File: config.mk
export PLATFORM = sky130hd
export DESIGN_NAME = clipped_color_key_sprite_blit
export DESIGN_NICKNAME = d
export VERILOG_FILES = /design/src/hw/rtl/ccksb_pkg.sv /design/src/hw/rtl/ccksb_front.sv /design/src/hw/rtl/ccksb_queue.sv /design/src/hw/rtl/ccksb_back.sv /design/src/hw/rtl/clipped_color_key_sprite_blit.sv
export VERILOG_INCLUDE_DIRS = /design/src /design/src/hw/rtl
export SDC_FILE = /design/constraint.sdc
export NUM_CORES = 1
export LEC_CHECK = 0
export BUFFER_PORTS_ARGS = -buffer_cell sky130_fd_sc_hd__clkbuf_2
export CELL_PAD_IN_SITES_DETAIL_PLACEMENT = 2
export CELL_PAD_IN_SITES_GLOBAL_PLACEMENT = 2
export CORE_AREA = 2 2 114 199
export CTS_CLUSTER_SIZE = 10
export DETAILED_ROUTE_END_ITERATION = 8
export DIE_AREA = 0 0 116 201
export PLACE_DENSITY = 0.8
export SLEW_MARGIN = 20
export SYNTH_ARGS = -nofsm -noshare
export SYNTH_HDL_FRONTEND = slang
export SYNTH_SLANG_ARGS = --single-unit
File: constraint.sdc
create_clock -name clk_i -period 8.95 [get_ports clk_i]
set_clock_uncertainty 0.2 [all_clocks]
set_input_delay 1.79 -clock clk_i [delete_from_list [all_inputs] [get_ports clk_i]]
set_output_delay 1.79 -clock clk_i [all_outputs]
set_load 0.1 [all_outputs]
File: src/hw/rtl/clipped_color_key_sprite_blit_assert.svh
// Assertion macros shared by the sprite blitter RTL.
// Depends on nothing; included by the modules that carry assertions.
`ifndef CLIPPED_COLOR_KEY_SPRITE_BLIT_ASSERT_SVH
`define CLIPPED_COLOR_KEY_SPRITE_BLIT_ASSERT_SVH

// Same-cycle implication, disabled while reset is asserted.
`define CCKSB_ASSERT_IMP(lbl, clk, rstn, ante, cons, msg) \
  lbl: assert property (@(posedge clk) disable iff (!(rstn)) (ante) |-> (cons)) \
    else $error(msg);

// Next-cycle implication, disabled while reset is asserted.
`define CCKSB_ASSERT_NXT(lbl, clk, rstn, ante, cons, msg) \
  lbl: assert property (@(posedge clk) disable iff (!(rstn)) (ante) |=> (cons)) \
    else $error(msg);

`endif

File: src/hw/rtl/ccksb_pkg.sv
// Package of the sprite blitter: field widths, defaults, register codes and shared types.
// Depends on nothing; used by every module of the block.
`default_nettype none

package ccksb_pkg;

  // Default geometry.
  localparam int unsigned SCREEN_WIDTH_DEF   = 640;
  localparam int unsigned SCREEN_HEIGHT_DEF  = 480;
  localparam int unsigned MAX_SPRITE_DIM_DEF = 512;
  localparam int unsigned QUEUE_DEPTH_DEF    = 4;

  // Fixed field widths.
  localparam int unsigned TEXEL_W      = 8;
  localparam int unsigned ADDR_W       = 19;
  localparam int unsigned POS_W        = 11;
  localparam int unsigned SPRITE_DIM_W = 10;
  localparam int unsigned CFG_IDX_W    = 3;
  localparam int unsigned CFG_DATA_W   = 11;

  // Screen position sums: signed position plus a sprite counter.
  localparam int unsigned POS_SUM_W = POS_W + 1;
  // Effective sprite dimension after clamping (holds up to 2047).
  localparam int unsigned DIM_CMP_W = SPRITE_DIM_W + 1;

  localparam logic [TEXEL_W-1:0]      SHADE_OFFSET    = 8'd128;
  localparam logic [SPRITE_DIM_W-1:0] SPRITE_DIM_RST  = 10'd16;

  typedef enum logic [CFG_IDX_W-1:0] {
    REG_POS_X         = 3'd0,
    REG_POS_Y         = 3'd1,
    REG_SPRITE_WIDTH  = 3'd2,
    REG_SPRITE_HEIGHT = 3'd3,
    REG_SHADE_MODE    = 3'd4
  } ccksb_reg_e;

  // Occupancy flags of the queue between front and back.
  typedef struct packed {
    logic full;
    logic empty;
  } ccksb_qstat_t;

endpackage

`default_nettype wire

File: src/hw/rtl/ccksb_front.sv
// Front end: configuration registers, sprite counters, and classification of each texel.
// Depends on ccksb_pkg; feeds visible pixels into ccksb_queue.
`default_nettype none

module ccksb_front #(
  parameter int unsigned SCREEN_WIDTH   = ccksb_pkg::SCREEN_WIDTH_DEF,
  parameter int unsigned SCREEN_HEIGHT  = ccksb_pkg::SCREEN_HEIGHT_DEF,
  parameter int unsigned MAX_SPRITE_DIM = ccksb_pkg::MAX_SPRITE_DIM_DEF,
  parameter int unsigned XW             = $clog2(SCREEN_WIDTH),
  parameter int unsigned YW             = $clog2(SCREEN_HEIGHT),
  parameter int unsigned EntW           = XW + YW + ccksb_pkg::TEXEL_W
) (
  input  wire logic                                clk_i,
  input  wire logic                                rst_ni,
  input  wire logic                                cfg_we_i,
  input  wire logic [ccksb_pkg::CFG_IDX_W-1:0]     cfg_idx_i,
  input  wire logic [ccksb_pkg::CFG_DATA_W-1:0]    cfg_wdata_i,
  input  wire logic                                in_valid_i,
  output logic                                     in_stall_o,
  input  wire logic [ccksb_pkg::TEXEL_W-1:0]       texel_i,
  input  wire ccksb_pkg::ccksb_qstat_t             qstat_i,
  output logic                                     push_o,
  output logic [EntW-1:0]                          push_data_o
);
  import ccksb_pkg::*;

  localparam int unsigned CntW = $clog2(MAX_SPRITE_DIM);
  localparam int unsigned CmpW = POS_SUM_W + 1;

  logic [POS_W-1:0]        pos_x_q, pos_y_q;
  logic [SPRITE_DIM_W-1:0] spr_w_q, spr_h_q;
  logic                    shade_q;
  logic [CntW-1:0]         col_q, col_d, row_q, row_d;

  logic                    accept;
  logic [POS_SUM_W-1:0]    sx, sy;
  logic                    x_vis, y_vis;
  logic [DIM_CMP_W-1:0]    eff_w, eff_h;
  logic [CntW:0]           col_inc, row_inc;
  logic                    col_last, row_last;
  logic [TEXEL_W-1:0]      pix;

  always_ff @(posedge clk_i or negedge rst_ni) begin
    if (!rst_ni) begin
      pos_x_q <= '0;
      pos_y_q <= '0;
      spr_w_q <= SPRITE_DIM_RST;
      spr_h_q <= SPRITE_DIM_RST;
      shade_q <= 1'b0;
    end else if (cfg_we_i) begin
      case (cfg_idx_i)
        REG_POS_X:         pos_x_q <= cfg_wdata_i[POS_W-1:0];
        REG_POS_Y:         pos_y_q <= cfg_wdata_i[POS_W-1:0];
        REG_SPRITE_WIDTH:  spr_w_q <= cfg_wdata_i[SPRITE_DIM_W-1:0];
        REG_SPRITE_HEIGHT: spr_h_q <= cfg_wdata_i[SPRITE_DIM_W-1:0];
        REG_SHADE_MODE:    shade_q <= cfg_wdata_i[0];
        default: ;
      endcase
    end
  end

  assign in_stall_o = qstat_i.full;
  assign accept     = in_valid_i && !in_stall_o;

  // Screen position: sign-extended origin plus the zero-extended counter.
  always_comb begin
    sx = {pos_x_q[POS_W-1], pos_x_q} + POS_SUM_W'(col_q);
    sy = {pos_y_q[POS_W-1], pos_y_q} + POS_SUM_W'(row_q);
    x_vis = !sx[POS_SUM_W-1] && (CmpW'(sx) < CmpW'(SCREEN_WIDTH));
    y_vis = !sy[POS_SUM_W-1] && (CmpW'(sy) < CmpW'(SCREEN_HEIGHT));
  end

  // A dimension of zero behaves as one; anything above the limit is clamped.
  always_comb begin
    if (spr_w_q == '0) begin
      eff_w = DIM_CMP_W'(1);
    end else if (DIM_CMP_W'(spr_w_q) > DIM_CMP_W'(MAX_SPRITE_DIM)) begin
      eff_w = DIM_CMP_W'(MAX_SPRITE_DIM);
    end else begin
      eff_w = DIM_CMP_W'(spr_w_q);
    end
    if (spr_h_q == '0) begin
      eff_h = DIM_CMP_W'(1);
    end else if (DIM_CMP_W'(spr_h_q) > DIM_CMP_W'(MAX_SPRITE_DIM)) begin
      eff_h = DIM_CMP_W'(MAX_SPRITE_DIM);
    end else begin
      eff_h = DIM_CMP_W'(spr_h_q);
    end
  end

  // Counters already past a newly written limit wrap on their next advance.
  always_comb begin
    col_inc  = {1'b0, col_q} + 1'b1;
    row_inc  = {1'b0, row_q} + 1'b1;
    col_last = DIM_CMP_W'(col_inc) >= eff_w;
    row_last = DIM_CMP_W'(row_inc) >= eff_h;
    col_d    = col_q;
    row_d    = row_q;
    if (accept) begin
      if (col_last) begin
        col_d = '0;
        row_d = row_last ? '0 : row_inc[CntW-1:0];
      end else begin
        col_d = col_inc[CntW-1:0];
      end
    end
  end

  always_ff @(posedge clk_i or negedge rst_ni) begin
    if (!rst_ni) begin
      col_q <= '0;
      row_q <= '0;
    end else begin
      col_q <= col_d;
      row_q <= row_d;
    end
  end

  // Transparency is judged on the incoming texel, before shading.
  assign pix         = shade_q ? texel_i + SHADE_OFFSET : texel_i;
  assign push_o      = accept && (texel_i != '0) && x_vis && y_vis;
  assign push_data_o = {sy[YW-1:0], sx[XW-1:0], pix};

endmodule

`default_nettype wire

File: src/hw/rtl/ccksb_queue.sv
// Short register queue that decouples classification from address generation.
// Depends on ccksb_pkg and the assertion macro header.
`default_nettype none
`include "clipped_color_key_sprite_blit_assert.svh"

module ccksb_queue #(
  parameter int unsigned Depth = ccksb_pkg::QUEUE_DEPTH_DEF,
  parameter int unsigned EntW  = 27
) (
  input  wire logic                    clk_i,
  input  wire logic                    rst_ni,
  input  wire logic                    push_i,
  input  wire logic [EntW-1:0]         push_data_i,
  input  wire logic                    pop_i,
  output logic [EntW-1:0]              head_o,
  output ccksb_pkg::ccksb_qstat_t      qstat_o
);
  import ccksb_pkg::*;

  localparam int unsigned PtrW  = (Depth > 1) ? $clog2(Depth) : 1;
  localparam int unsigned CountW = $clog2(Depth + 1);

  logic [EntW-1:0]   ent_q [Depth];
  logic [PtrW-1:0]   wr_ptr_q, wr_ptr_d, rd_ptr_q, rd_ptr_d;
  logic [CountW-1:0] count_q, count_d;

  always_comb begin
    wr_ptr_d = wr_ptr_q;
    rd_ptr_d = rd_ptr_q;
    count_d  = count_q;
    if (push_i) begin
      wr_ptr_d = (wr_ptr_q == PtrW'(Depth - 1)) ? '0 : wr_ptr_q + 1'b1;
    end
    if (pop_i) begin
      rd_ptr_d = (rd_ptr_q == PtrW'(Depth - 1)) ? '0 : rd_ptr_q + 1'b1;
    end
    if (push_i && !pop_i) begin
      count_d = count_q + 1'b1;
    end else if (pop_i && !push_i) begin
      count_d = count_q - 1'b1;
    end
  end

  always_ff @(posedge clk_i or negedge rst_ni) begin
    if (!rst_ni) begin
      wr_ptr_q <= '0;
      rd_ptr_q <= '0;
      count_q  <= '0;
    end else begin
      wr_ptr_q <= wr_ptr_d;
      rd_ptr_q <= rd_ptr_d;
      count_q  <= count_d;
    end
  end

  always_ff @(posedge clk_i) begin
    if (push_i) begin
      ent_q[wr_ptr_q] <= push_data_i;
    end
  end

  assign head_o        = ent_q[rd_ptr_q];
  assign qstat_o.full  = (count_q == CountW'(Depth));
  assign qstat_o.empty = (count_q == '0);

  `CCKSB_ASSERT_IMP(a_no_overflow, clk_i, rst_ni, push_i, !qstat_o.full, "push into full queue")
  `CCKSB_ASSERT_IMP(a_no_underflow, clk_i, rst_ni, pop_i, !qstat_o.empty, "pop from empty queue")
  `CCKSB_ASSERT_IMP(a_count_bound, clk_i, rst_ni, 1'b1, count_q <= CountW'(Depth), "count overrun")
  `CCKSB_ASSERT_NXT(a_count_inc, clk_i, rst_ni, push_i && !pop_i, count_q == CountW'($past(count_q) + 1'b1), "count did not grow")

endmodule

`default_nettype wire

File: src/hw/rtl/ccksb_back.sv
// Back end: turns queued screen coordinates into framebuffer writes behind an output register.
// Depends on ccksb_pkg; drains ccksb_queue.
`default_nettype none

module ccksb_back #(
  parameter int unsigned SCREEN_WIDTH  = ccksb_pkg::SCREEN_WIDTH_DEF,
  parameter int unsigned SCREEN_HEIGHT = ccksb_pkg::SCREEN_HEIGHT_DEF,
  parameter int unsigned XW            = $clog2(SCREEN_WIDTH),
  parameter int unsigned YW            = $clog2(SCREEN_HEIGHT),
  parameter int unsigned EntW          = XW + YW + ccksb_pkg::TEXEL_W
) (
  input  wire logic                             clk_i,
  input  wire logic                             rst_ni,
  input  wire logic [EntW-1:0]                  head_i,
  input  wire ccksb_pkg::ccksb_qstat_t          qstat_i,
  output logic                                  pop_o,
  output logic                                  out_valid_o,
  input  wire logic                             out_stall_i,
  output logic [ccksb_pkg::ADDR_W-1:0]          write_address_o,
  output logic [ccksb_pkg::TEXEL_W-1:0]         write_data_o
);
  import ccksb_pkg::*;

  localparam int unsigned ProdW = XW + YW;

  logic [XW-1:0]        hx;
  logic [YW-1:0]        hy;
  logic [TEXEL_W-1:0]   hdata;
  logic [ProdW-1:0]     lin;
  logic                 load;
  logic                 out_valid_q, out_valid_d;
  logic [ADDR_W-1:0]    addr_q;
  logic [TEXEL_W-1:0]   data_q;

  assign {hy, hx, hdata} = head_i;

  // Row times screen width plus column; the product stays below 2**ProdW.
  assign lin = ProdW'(hy) * ProdW'(SCREEN_WIDTH) + ProdW'(hx);

  // The output register takes a new entry whenever it is empty or being drained.
  assign load        = !out_valid_q || !out_stall_i;
  assign pop_o       = load && !qstat_i.empty;
  assign out_valid_d = load ? !qstat_i.empty : out_valid_q;

  always_ff @(posedge clk_i or negedge rst_ni) begin
    if (!rst_ni) begin
      out_valid_q <= 1'b0;
    end else begin
      out_valid_q <= out_valid_d;
    end
  end

  always_ff @(posedge clk_i) begin
    if (pop_o) begin
      addr_q <= ADDR_W'(lin);
      data_q <= hdata;
    end
  end

  assign out_valid_o     = out_valid_q;
  assign write_address_o = addr_q;
  assign write_data_o    = data_q;

endmodule

`default_nettype wire

File: src/hw/rtl/clipped_color_key_sprite_blit.sv
// Color-key sprite blitter with screen clipping: one texel accepted per cycle while
// in_stall_o is low. A visible accepted texel is stored in the queue, then in the output
// register. Throughput: one texel per cycle, set by the combinational front classifier
// and the queue drain; out_stall_i holds the output register and the queue absorbs up to
// its depth. Reset (asynchronous, active low) clears counters, queue and output valid, and
// loads register defaults; there is no clearing pass.
`default_nettype none

module clipped_color_key_sprite_blit #(
  parameter int unsigned SCREEN_WIDTH   = ccksb_pkg::SCREEN_WIDTH_DEF,
  parameter int unsigned SCREEN_HEIGHT  = ccksb_pkg::SCREEN_HEIGHT_DEF,
  parameter int unsigned MAX_SPRITE_DIM = ccksb_pkg::MAX_SPRITE_DIM_DEF,
  parameter int unsigned QUEUE_DEPTH    = ccksb_pkg::QUEUE_DEPTH_DEF
) (
  input  wire logic                              clk_i,
  input  wire logic                              rst_ni,
  input  wire logic                              cfg_we_i,
  input  wire logic [ccksb_pkg::CFG_IDX_W-1:0]   cfg_idx_i,
  input  wire logic [ccksb_pkg::CFG_DATA_W-1:0]  cfg_wdata_i,
  input  wire logic                              in_valid_i,
  output logic                                   in_stall_o,
  input  wire logic [ccksb_pkg::TEXEL_W-1:0]     texel_i,
  output logic                                   out_valid_o,
  input  wire logic                              out_stall_i,
  output logic [ccksb_pkg::ADDR_W-1:0]           write_address_o,
  output logic [ccksb_pkg::TEXEL_W-1:0]          write_data_o
);
  import ccksb_pkg::*;

  localparam int unsigned XW   = $clog2(SCREEN_WIDTH);
  localparam int unsigned YW   = $clog2(SCREEN_HEIGHT);
  localparam int unsigned EntW = XW + YW + TEXEL_W;

  ccksb_qstat_t    qstat;
  logic            push, pop;
  logic [EntW-1:0] push_data, head;

  ccksb_front #(
    .SCREEN_WIDTH   (SCREEN_WIDTH),
    .SCREEN_HEIGHT  (SCREEN_HEIGHT),
    .MAX_SPRITE_DIM (MAX_SPRITE_DIM),
    .XW             (XW),
    .YW             (YW),
    .EntW           (EntW)
  ) u_front (
    .clk_i       (clk_i),
    .rst_ni      (rst_ni),
    .cfg_we_i    (cfg_we_i),
    .cfg_idx_i   (cfg_idx_i),
    .cfg_wdata_i (cfg_wdata_i),
    .in_valid_i  (in_valid_i),
    .in_stall_o  (in_stall_o),
    .texel_i     (texel_i),
    .qstat_i     (qstat),
    .push_o      (push),
    .push_data_o (push_data)
  );

  ccksb_queue #(
    .Depth (QUEUE_DEPTH),
    .EntW  (EntW)
  ) u_queue (
    .clk_i       (clk_i),
    .rst_ni      (rst_ni),
    .push_i      (push),
    .push_data_i (push_data),
    .pop_i       (pop),
    .head_o      (head),
    .qstat_o     (qstat)
  );

  ccksb_back #(
    .SCREEN_WIDTH  (SCREEN_WIDTH),
    .SCREEN_HEIGHT (SCREEN_HEIGHT),
    .XW            (XW),
    .YW            (YW),
    .EntW          (EntW)
  ) u_back (
    .clk_i           (clk_i),
    .rst_ni          (rst_ni),
    .head_i          (head),
    .qstat_i         (qstat),
    .pop_o           (pop),
    .out_valid_o     (out_valid_o),
    .out_stall_i     (out_stall_i),
    .write_address_o (write_address_o),
    .write_data_o    (write_data_o)
  );

endmodule

`default_nettype wire

======== Word-level counts from Yosys, hierarchy flattened ========
Memories as Yosys holds them, arrays and structs flattened.
Index checks and enable logic that the tools add are counted.
operators by class
  $lt $le $gt $ge ......................... 6
  eq/ne operators ......................... 7
  add/subtract/negate cells ............... 10
  $mul .................................... 1
  reductions and logical operators ........ 30
  mux-type cells .......................... 13
operators with widths
  kind                                                                    count
  11-bit by 10-bit adder with 12-bit output                               2
  10-bit by 11-bit greater-or-equal comparator with 1-bit output          2
  11-bit two-way mux                                                      2
  9-bit by 1-bit adder with 10-bit output, second input constant          2
  10-bit > comparator, second input constant                              2
  10-bit zero test                                                        2
  10-bit two-way mux                                                      2
  19-bit by 10-bit adder with 19-bit output                               1
  9-bit two-way mux                                                       2
  12-bit by 10-bit < comparator with 1-bit output, second input constant  1
  12-bit by 9-bit < comparator with 1-bit output, second input constant   1
  9-bit by 3-bit multiplier with 12-bit output, second input constant     1
  2-bit AND reduction                                                     6
  1-bit logical AND                                                       9
  8-bit adder, second input constant                                      1
  1-bit zero test                                                         8
  8-bit two-way mux                                                       1
  8-bit nonzero test                                                      1
  3-bit by 2-bit equality test with 1-bit output, second input constant   2
  3-bit equality test, second input constant                              2
  3-bit zero test                                                         2
  3-bit two-way mux                                                       2
  2-bit by 1-bit adder with 2-bit output, second input constant           2
  2-bit equality test, second input constant                              2
  7 further kinds                                                         9
storage, ports and cells
  input port bits ......................... 27
  memories kept ........................... 1
  logic and storage cells ................. 81
  RAM bits ................................ 108
  output and inout port bits .............. 29
  register bits after elaboration ......... 96
memory list
  name           depth  width  read ports  clocked after memory_dff  wr ports  RTL line           text
  u_queue.ent_q  4      27     1           0                         1         ccksb_queue.sv:23  logic [EntW-1:0] ent_q [Depth];

======== Depth between registers and ports, before layout ========
Gate-level depths: netlist of run 1.
  word-level depth ........................ 10
  gate-level depth with buffers ........... 16
  depth with buffers taken out ............ 15

======== Modules after synthesis ========
Synthesis of run 1 repeated with hierarchy kept, for this count alone.
unflattened totals
  cells, all modules ...................... 692
  area total of the unflattened synthesis .. 10024.6 um2
modules (own cells, without submodules)
  module       area each (um2)  seq. area each (um2)  instances  cells each
  ccksb_queue  4319.1           3418.3                1          178
  ccksb_front  4234.1           1529.0                1          412
  ccksb_back   1471.4           835.8                 1          102

======== Least setup slack after synthesis of run 1 ========
Ideal clock, no wire load.
  kind .................................... register -> register
  start point ............................. register u_queue.count_q[0]
  end point ............................... register u_queue.count_q[1]
  arrival time ............................ 4.621 ns
  library setup time ...................... 0.125 ns
  required time ........................... 8.625 ns
  clock period less this slack ............ 4.946 ns
  setup slack ............................. 4.004 ns
  stages on the path, launching flop included .. 13
  buffers on the path ..................... 2
  cell sequence ........................... dfrtp_1 > nor3b_1 > nand2b_1 > clkbuf_1 > a21oi_1 > nand4_1 > a211oi_1 > and4_1 > buf_6 > ha_1 > inv_1 > fa_1 > mux2_2
between the ends
  elaborated cells on any way between the ends .. 18
  classes of those cells .................. 2 x add/sub; 1 x eq/ne; 2 x mux; 13 x reduce/logical
RTL lines
  what                             RTL line                             text
  from (decl)                      ccksb_queue.sv:25                    logic [CountW-1:0] count_q, count_d;
  from (signal assigned)           ccksb_queue.sv:52                    count_q <= count_d;
  3-bit equality test              ccksb_queue.sv:63                    assign qstat_o.full = (count_q == CountW'(Depth));
  via in_stall_o                   clipped_color_key_sprite_blit.sv:21  output logic in_stall_o,
  1-bit zero test                  ccksb_front.sv:63                    assign accept = in_valid_i && !in_stall_o;
  1-bit logical AND                ccksb_front.sv:63
  1-bit logical AND (3 in series)  ccksb_front.sv:121                   assign push_o = accept && (texel_i != '0) && x_vis && y_vis;
  via push                         clipped_color_key_sprite_blit.sv:35  logic push, pop;
  1-bit logical AND                ccksb_queue.sv:37                    if (push_i && !pop_i) begin
  3-bit two-way mux                ccksb_queue.sv:37
  via u_queue.count_d[1]           ccksb_queue.sv:25
The timed path passes the listed nets, and every way through them passes these cells. The select of a mux whose other input is x is not followed.
A chain may end at the register's enable or synchronous reset.

======== Worst setup path after layout of run 1 ========
  start point ............................. register u_queue.rd_ptr_q[0]
  end point ............................... register u_back.addr_q[17] (netlist: u_back.write_address_o[17]), data pin
between the ends
  word-level cells in the longest chain between the ends .. 3
RTL lines
  what                                          RTL line           text
  from (decl)                                   ccksb_queue.sv:24  logic [PtrW-1:0] wr_ptr_q, wr_ptr_d, rd_ptr_q, rd_ptr_d;
  from (signal assigned)                        ccksb_queue.sv:51  rd_ptr_q <= rd_ptr_d;
  memory 4 x 27 bit *                           --
  9-bit by 3-bit multiplier with 12-bit output  ccksb_back.sv:38   assign lin = ProdW'(hy) * ProdW'(SCREEN_WIDTH) + ProdW'(hx);
  19-bit by 10-bit adder with 19-bit output *   ccksb_back.sv:38
  via u_back.lin[17]                            ccksb_back.sv:29   logic [ProdW-1:0] lin;
  to (signal assigned)                          ccksb_back.sv:55   addr_q <= ADDR_W'(lin);
  to (decl)                                     ccksb_back.sv:32   logic [ADDR_W-1:0] addr_q;
Mark *: on every way through the listed nets, which the timed path passes. The rest lies on a longest branch.

==> impl_results.md, run 1 <==
* Crit-path slowest cell: dfrtp_2
* Final period utilization at 52.5%
* Worst R2R Start: u_queue.rd_ptr_q[0]
* CP Launch Type: flop
* Pwr/cell area at 374 mW/mm2
* Max-Cap Viols at 0
* Highest Signal Layer: met4
* Max VDD drop at 0.139 mV
* M1 wire length at 9080 um
* Antenna violations before repair at 0
* CTS tree: yes
* FF+latch count, synth at 204
* Wire per inst at 23.3 um
* Die width at 116 um
* Cts repair resizes at 0
* Gate Count Post-Synth at 723
* Period minus WS final at 4700 ps
* Die height at 201 um
* Commonest non-fill, non-tap cell in the layout: edfxtp_1
* Worst R2R Setup Slack at 4250 ps
* Leakage at 4.47 nW
* TritonCTS Buffers at 24
* Mapped Nets at 818
* # port buffers at 55
* Setup TNS at 0 ps
* Synth warnings at 0
* CP startpoint: u_queue.rd_ptr_q[0]
* Post-route DRC at 0
* DRT Wirelength at 25800 um
* Via count at 6326
* CORE AREA at 0.0218 mm2
* Critical path type: flop to flop
* Post-DP HPWL at 18800 um
* Worst min-delay path endpoint: u_back.out_valid_o
* Clk sinks at 204
* Number of synthesized flops with an enable pin at 135
* Hold crit path type: flop to flop
* Crit-path most repeated cell: ha_1
* Design area at 0.0113 mm2
* Die Area at 0.0233 mm2
* GRT Total Usage at 23.0%
* Hold Slack at 300 ps
* Root Buffer: clkbuf_16
* Antenna-violating nets left at 0
* Main synth FF type: edfxtp_1
* TritonRoute pass-1 iters at 4
* Vias per inst at 5.71
* CP cell instances: mux4_2, ha_1, ha_1, inv_1, fa_1, xor2_1, or3_1, nor4b_1, and4bb_2, xnor2_1
* First-pass GRT wire length at 41200 um
* Largest net degree at the start of global routing at 70
* Inserted Diodes at 0
* Most frequent cells in the layout: 135 x edfxtp_1, 66 x dfrtp_1, 63 x ha_1
* Seq/Total Area, Yosys at 57.8%
* Layout cells sized above 1 at 21.5%
* Hold-fix buffers, CTS at 0
* Mean Syn Cell Area at 13.8 um2
* Ys async rst share at 33.8%
* Cell area after synthesis at 0.0100 mm2
* Reg2reg end: u_back.write_address_o[17]
* Starting Density at 45.9%
* Worst path max stage delay at 1010 ps
* Worst-Skew Late Latency at 520 ps
* Area grow syn2layout at 13.1%
* Max Buffers Root-to-Sink at 3
* Grt ovf at 0
* Overall Power at 4.23 mW
* CP Capture Type: flop
* Inst Count DP at 1063
* Final Slew Violations at 0
* WL met3 at 766 um
* Global placement routability congestion at 0.850
* RSZ-0062 raised after global routing: false
* Hold wc startpoint: u_back.out_valid_o
* Clock-pin slew on the worst setup and hold paths at 60 ps
* Placement row count at 72
* Critical path fanouts, max at 30
* Worst R2R Path Depth at 10
* Number of DRC markers in iteration 0 at 335
* WP data required at 9000 ps
* Nets at 888
* I/O Pins at 56
* H-tree depth at 1
* Post-route insts no fill at 1107
* CP arrival at 4750 ps
* Met2 WL post-DR at 15400 um
* Max frequency at 213 MHz
* Vias in the first global route at 7415
* # Post-CTS Setup Buffers at 0
* Cell variety after synth at 68
* Placed inst area at 0.0106 mm2
* Final number of hold-violating endpoints at 0
* Worst Tran Pin Value at 1010 ps
* Setup violators final at 0
* Slew HR at 32.7%
* Status: complete, no violations
* Hold depth at 2
==> critical path: cells and delay by family (launching register included) <==
kind,cells,cell delay (ps)
and+or+nand+nor,3,1290
DFF,1,1010
muxes,1,660
adders and majority gates,3,900
xor gates and xnor gates,2,290
buffers and inverters,1,70
==> routing by layer <==
| layer | GRT usage, % | vias to the layer above |
|---|---|---|
| li1 | - | 2890 |
| met3 | 2.54 | 37 |
| met5 | 0 | - |
| met4 | 6.42 | 0 |
| met2 | 46.1 | 135 |
| met1 | 24.4 | 3264 |
==> synth_stat cells (all sizes together) (9+ instances only) <==
library cell | instances | area, um2
mux4 | 27 | 608
a21oi | 22 | 110
nand2 | 58 | 218
dfrtp | 67 | 1680
a21o | 17 | 128
nor2 | 21 | 78.8
ha | 63 | 788
xor2 | 13 | 114
mux2 | 42 | 480
o21ai | 41 | 205
nor2b | 9 | 56.3
edfxtp | 135 | 4050
nand3 | 16 | 80.1
xnor2 | 24 | 210
inv | 30 | 113
clkbuf | 9 | 33.8
==> worst max path at each step <==
stage	endpoint	slack, ps	cells past startpoint
after floorplan	u_queue.count_q[1]	4000	12
after global placement	u_queue.count_q[1]	4430	10
after detailed placement	u_back.write_address_o[17]	4240	10
after CTS	u_back.write_address_o[17]	4190	10
after global routing	u_back.write_address_o[17]	3900	10
final	u_back.write_address_o[17]	4250	10
==> sequential cells by signal (all words and copies together) (netlist names) <==
| register | cells |
|---|---|
| u_front.spr_h_q | 10 |
| u_front.col_q | 9 |
| u_queue.wr_ptr_q | 2 |
| u_front.row_q | 9 |
| u_back.write_address_o | 19 |
| u_front.shade_q | 1 |
| u_front.pos_y_q | 11 |
| u_queue.ent_q | 108 |
| u_queue.rd_ptr_q | 2 |
| u_back.write_data_o | 8 |
| u_queue.count_q | 3 |
| u_back.out_valid_o | 1 |
| u_front.pos_x_q | 11 |
| u_front.spr_w_q | 10 |
==> logic make-up (layout without fill, tap and decap cells) <==
family | Yosys count | after routing | synth area share [%]
flops | 204 | 204 | 57.8
simple gates | 170 | 170 | 8.83
compound gates | 125 | 125 | 8.25
mux | 70 | 70 | 11.0
fa+ha+maj | 68 | 68 | 8.88
buf+inv | 49 | 137 | 2.06
xor+xnor | 37 | 37 | 3.24
==> power breakdown <==
group	switching (mW)	internal [mW]	leakage [nW]
logic	1.25	0.647	2.06
clock network	0.367	0.519	0.337
registers	0.148	1.30	2.07
total	1.77	2.46	4.47
==> stage by stage <==
stage	util (%)	worst slack [ps]
finish	51.9	4250
global route	51.9	3900
CTS	51.9	4190
detailed placement	48.7	4240
global placement	48.7	4430
floorplan	-	4000
==> layout make-up <==
type / instances / area [um2]
Fill cell: 2095 / 10500
Clock buffer: 43 / 692
Tap cell: 296 / 370
Multi-Input combinational cell: 470 / 4020
Sequential cell: 204 / 5780
Inverter: 32 / 120
Clock inverter: 1 / 16.3
Timing Repair Buffer: 61 / 320
Power figures use the tool's default switching activity.
==> run 2, diff against run 1 <==
--- a/config.mk
+++ b/config.mk
@@ -9,11 +9,11 @@
 export BUFFER_PORTS_ARGS = -buffer_cell sky130_fd_sc_hd__clkbuf_2
 export CELL_PAD_IN_SITES_DETAIL_PLACEMENT = 2
 export CELL_PAD_IN_SITES_GLOBAL_PLACEMENT = 2
-export CORE_AREA = 2 2 114 199
+export CORE_AREA = 2 2 118 205
 export CTS_CLUSTER_SIZE = 10
 export DETAILED_ROUTE_END_ITERATION = 8
-export DIE_AREA = 0 0 116 201
-export PLACE_DENSITY = 0.8
+export DIE_AREA = 0 0 120 207
+export PLACE_DENSITY = 0.75
 export SLEW_MARGIN = 20
 export SYNTH_ARGS = -nofsm -noshare
 export SYNTH_HDL_FRONTEND = slang
==> constraint.sdc (replaced) <==
create_clock -name clk_i -period 4.6 [get_ports clk_i]
set_clock_uncertainty 0.2 [all_clocks]
set_input_delay 0.92 -clock clk_i [delete_from_list [all_inputs] [get_ports clk_i]]
set_output_delay 0.92 -clock clk_i [all_outputs]
set_load 0.1 [all_outputs]
==> run 2 against run 1 <==
Effect of this change:
- sequential power rose by 92%
- critical path depth rose by 5
- critical path type unchanged
- sequential cell count did not move
- first-iteration DRC count fell by 33%
- clock power rose by 96%
==> impl_results.md, run 2 (synthesized netlist as in run 1, its figures left out) <==
* Status: complete, no violations
* Max-Cap Viols at 0 (unchanged)
* Die width at 120 um (+3.4%)
* Max FFs per register at 108 (unchanged)
* Number of DRC markers in iteration 0 at 223 (-33%)
* CTS tree: yes
* Most frequent cells in the layout: 135 x edfxtp_1, 66 x dfrtp_1, 63 x ha_1
* Max VDD drop at 0.309 mV (+120%)
* Grt ovf at 0 (unchanged)
* Die Area at 0.0248 mm2 (+6.5%)
* # Post-CTS Setup Buffers at 0 (unchanged)
* Final period utilization at 89.6% (+37 points)
* Hold-fix buffers, CTS at 0 (unchanged)
* Post-route setup slack at 479 ps (-3770 ps)
* Layout cells sized above 1 at 21.6% (+0.19 points)
* Vias in the first global route at 7386 (-0.39%)
* GR peak layer: met2
* TritonCTS Buffers at 24 (unchanged)
* Post-route DRC at 0 (unchanged)
* CORE AREA at 0.0232 mm2 (+6.6%)
* Die height at 207 um (+3.0%)
* DRT Wirelength at 25100 um (-2.7%)
* Worst R2R Setup Slack at 480 ps (-3770 ps)
* Critical path type: flop to flop
* Cts repair resizes at 0 (unchanged)
* Worst-Skew Late Latency at 530 ps (about the same)
* Worst Tran Pin Value at 1010 ps (-2.53 ps)
* CP Capture Type: flop
* H-tree depth at 1 (unchanged)
* Via count at 6271 (-0.87%)
* GRT Total Usage at 21.1% (-1.9 points)
* CP cell instances: ha_1, inv_1, fa_1, nor2b_1, o2111ai_1, nand2_1, o311ai_2, o211ai_1, and4_1, ha_1, inv_1, fa_1, xor2_1, nor2_1, xor2_1
* Final Slew Violations at 0 (unchanged)
* TritonRoute pass-1 iters at 4 (unchanged)
* Largest reg by FF count: u_queue.ent_q
* Hold crit path type: primary input to asynchronous set/reset pin
* Wire per inst at 22.5 um (-3.5%)
* Slew HR at 32.7% (-0.079 points)
* Vias per inst at 5.61 (-1.8%)
* Largest net degree at the start of global routing at 37 (-47%)
* Max frequency at 243 MHz (+14%)
* First-pass GRT wire length at 40400 um (-1.8%)
* Placement row count at 74 (+2.8%)
* Worst path bufs/invs at 2 (+1)
* Nets at 890 (+0.23%)
* Starting Density at 43.1% (-2.8 points)
* Leakage at 4.48 nW (+0.28%)
* Commonest non-fill, non-tap cell in the layout: edfxtp_1
* Met3 usage at 2.29% (-0.25 points)
* Place WS at 462 ps (-3770 ps)
* Antenna-violating nets left at 0 (unchanged)
* Setup TNS at 0 ps (unchanged)
* I/O Pins at 56 (unchanged)
* CP arrival at 4360 ps (-390 ps)
* RSZ-0062 raised after global routing: false
* CP Launch Type: flop
* Pwr/cell area at 722 mW/mm2 (+93%)
* Inserted Diodes at 0 (unchanged)
* Final number of hold-violating endpoints at 0 (unchanged)
* Max Buffers Root-to-Sink at 3 (unchanged)
* # port buffers at 55 (unchanged)
* Clk sinks at 204 (unchanged)
* Clock-pin slew on the worst setup and hold paths at 50 ps (about the same)
* Met2 usage at 42.6% (-3.5 points)
* WP data required at 4840 ps (-4160 ps)
* Area grow syn2layout at 13.5%
* Setup violators final at 0 (unchanged)
* Global placement routability congestion at 0.811 (-4.6%)
* Met1 Resource Use GR at 21.6% (-2.8 points)
* Antenna violations before repair at 0 (unchanged)
* Crit-path slowest cell: dfrtp_1
* Worst path max stage delay at 510 ps (-500 ps)
* Critical path fanouts, max at 9 (-70%)
* Root Buffer: clkbuf_16
* Top delay family on crit path: adder cells
* Post-DP HPWL at 19000 um (+0.63%)
* Period minus WS final at 4120 ps (-580 ps)
-- run 2: cell count changes in the layout (fill, tap and decap cells not counted) --
cell,previous run,this run
clkbuf_8,2,0
nor3b_1,5,4
clkbuf_1,17,18
bufinv_16,0,1
nor3b_2,0,1
buf_4,6,8
-- run 2: worst reg2reg max path, delay by kind of cell (launching register included) --
kind | cells | cell delay, ps
buffers and inverters | 2 | 140
xor gates and xnor gates | 2 | 340
and+or+nand+nor | 4 | 930
adders and majority gates | 4 | 1290
AOI/OAI and AO/OA | 3 | 630
DFF | 1 | 510
-- run 2: final cells by class --
type	count	area (um2)
Clock inverter	2	46.3
Clock buffer	42	668
Sequential cell	204	5780
Multi-Input combinational cell	470	4030
Tap cell	304	380
Fill cell	2249	11900
Timing Repair Buffer	63	335
Inverter	32	120
-- run 2: layer usage --
metal  part of all wire [%]  up-vias
li1                       -     2894
met1                     36     3232
met2                     59      102
met3                    2.5       43
met4                    2.7        0
met5                      0        -
-- run 2: path summary, 6_finish.rpt --
path / startpoint / end / cells after the start
min: rst_ni / u_front.spr_w_q[2] / 1
max reg2reg: u_front.col_q[0] / u_queue.count_q[2] / 15
min in group clk_i: u_back.out_valid_o / u_back.out_valid_o / 2
max: u_front.col_q[0] / u_queue.count_q[2] / 15
min reg2reg: u_back.out_valid_o / u_back.out_valid_o / 2
max in group asynchronous: rst_ni / u_queue.rd_ptr_q[0] / 2
-- run 2: power by group --
group	internal [mW]	leakage [nW]	switching, mW
clock	1.04	0.338	0.710
combinational	1.26	2.08	2.43
sequential	2.52	2.07	0.242
total	4.82	4.48	3.39
-- run 2: through the flow --
stage | power, mW | instances | hold WS, ps | utilization [%] | instance area (um2)
floorplan | 5.60 | 723 | 254 | - | 10000
global placement | 6.26 | 1073 | 271 | 45.8 | 10600
detailed placement | 6.54 | 1073 | 301 | 45.8 | 10600
CTS | 8.32 | 1117 | 288 | 48.9 | 11400
global route | 8.70 | 1117 | 317 | 48.9 | 11400
finish | 8.20 | 1117 | 266 | 48.9 | 11400
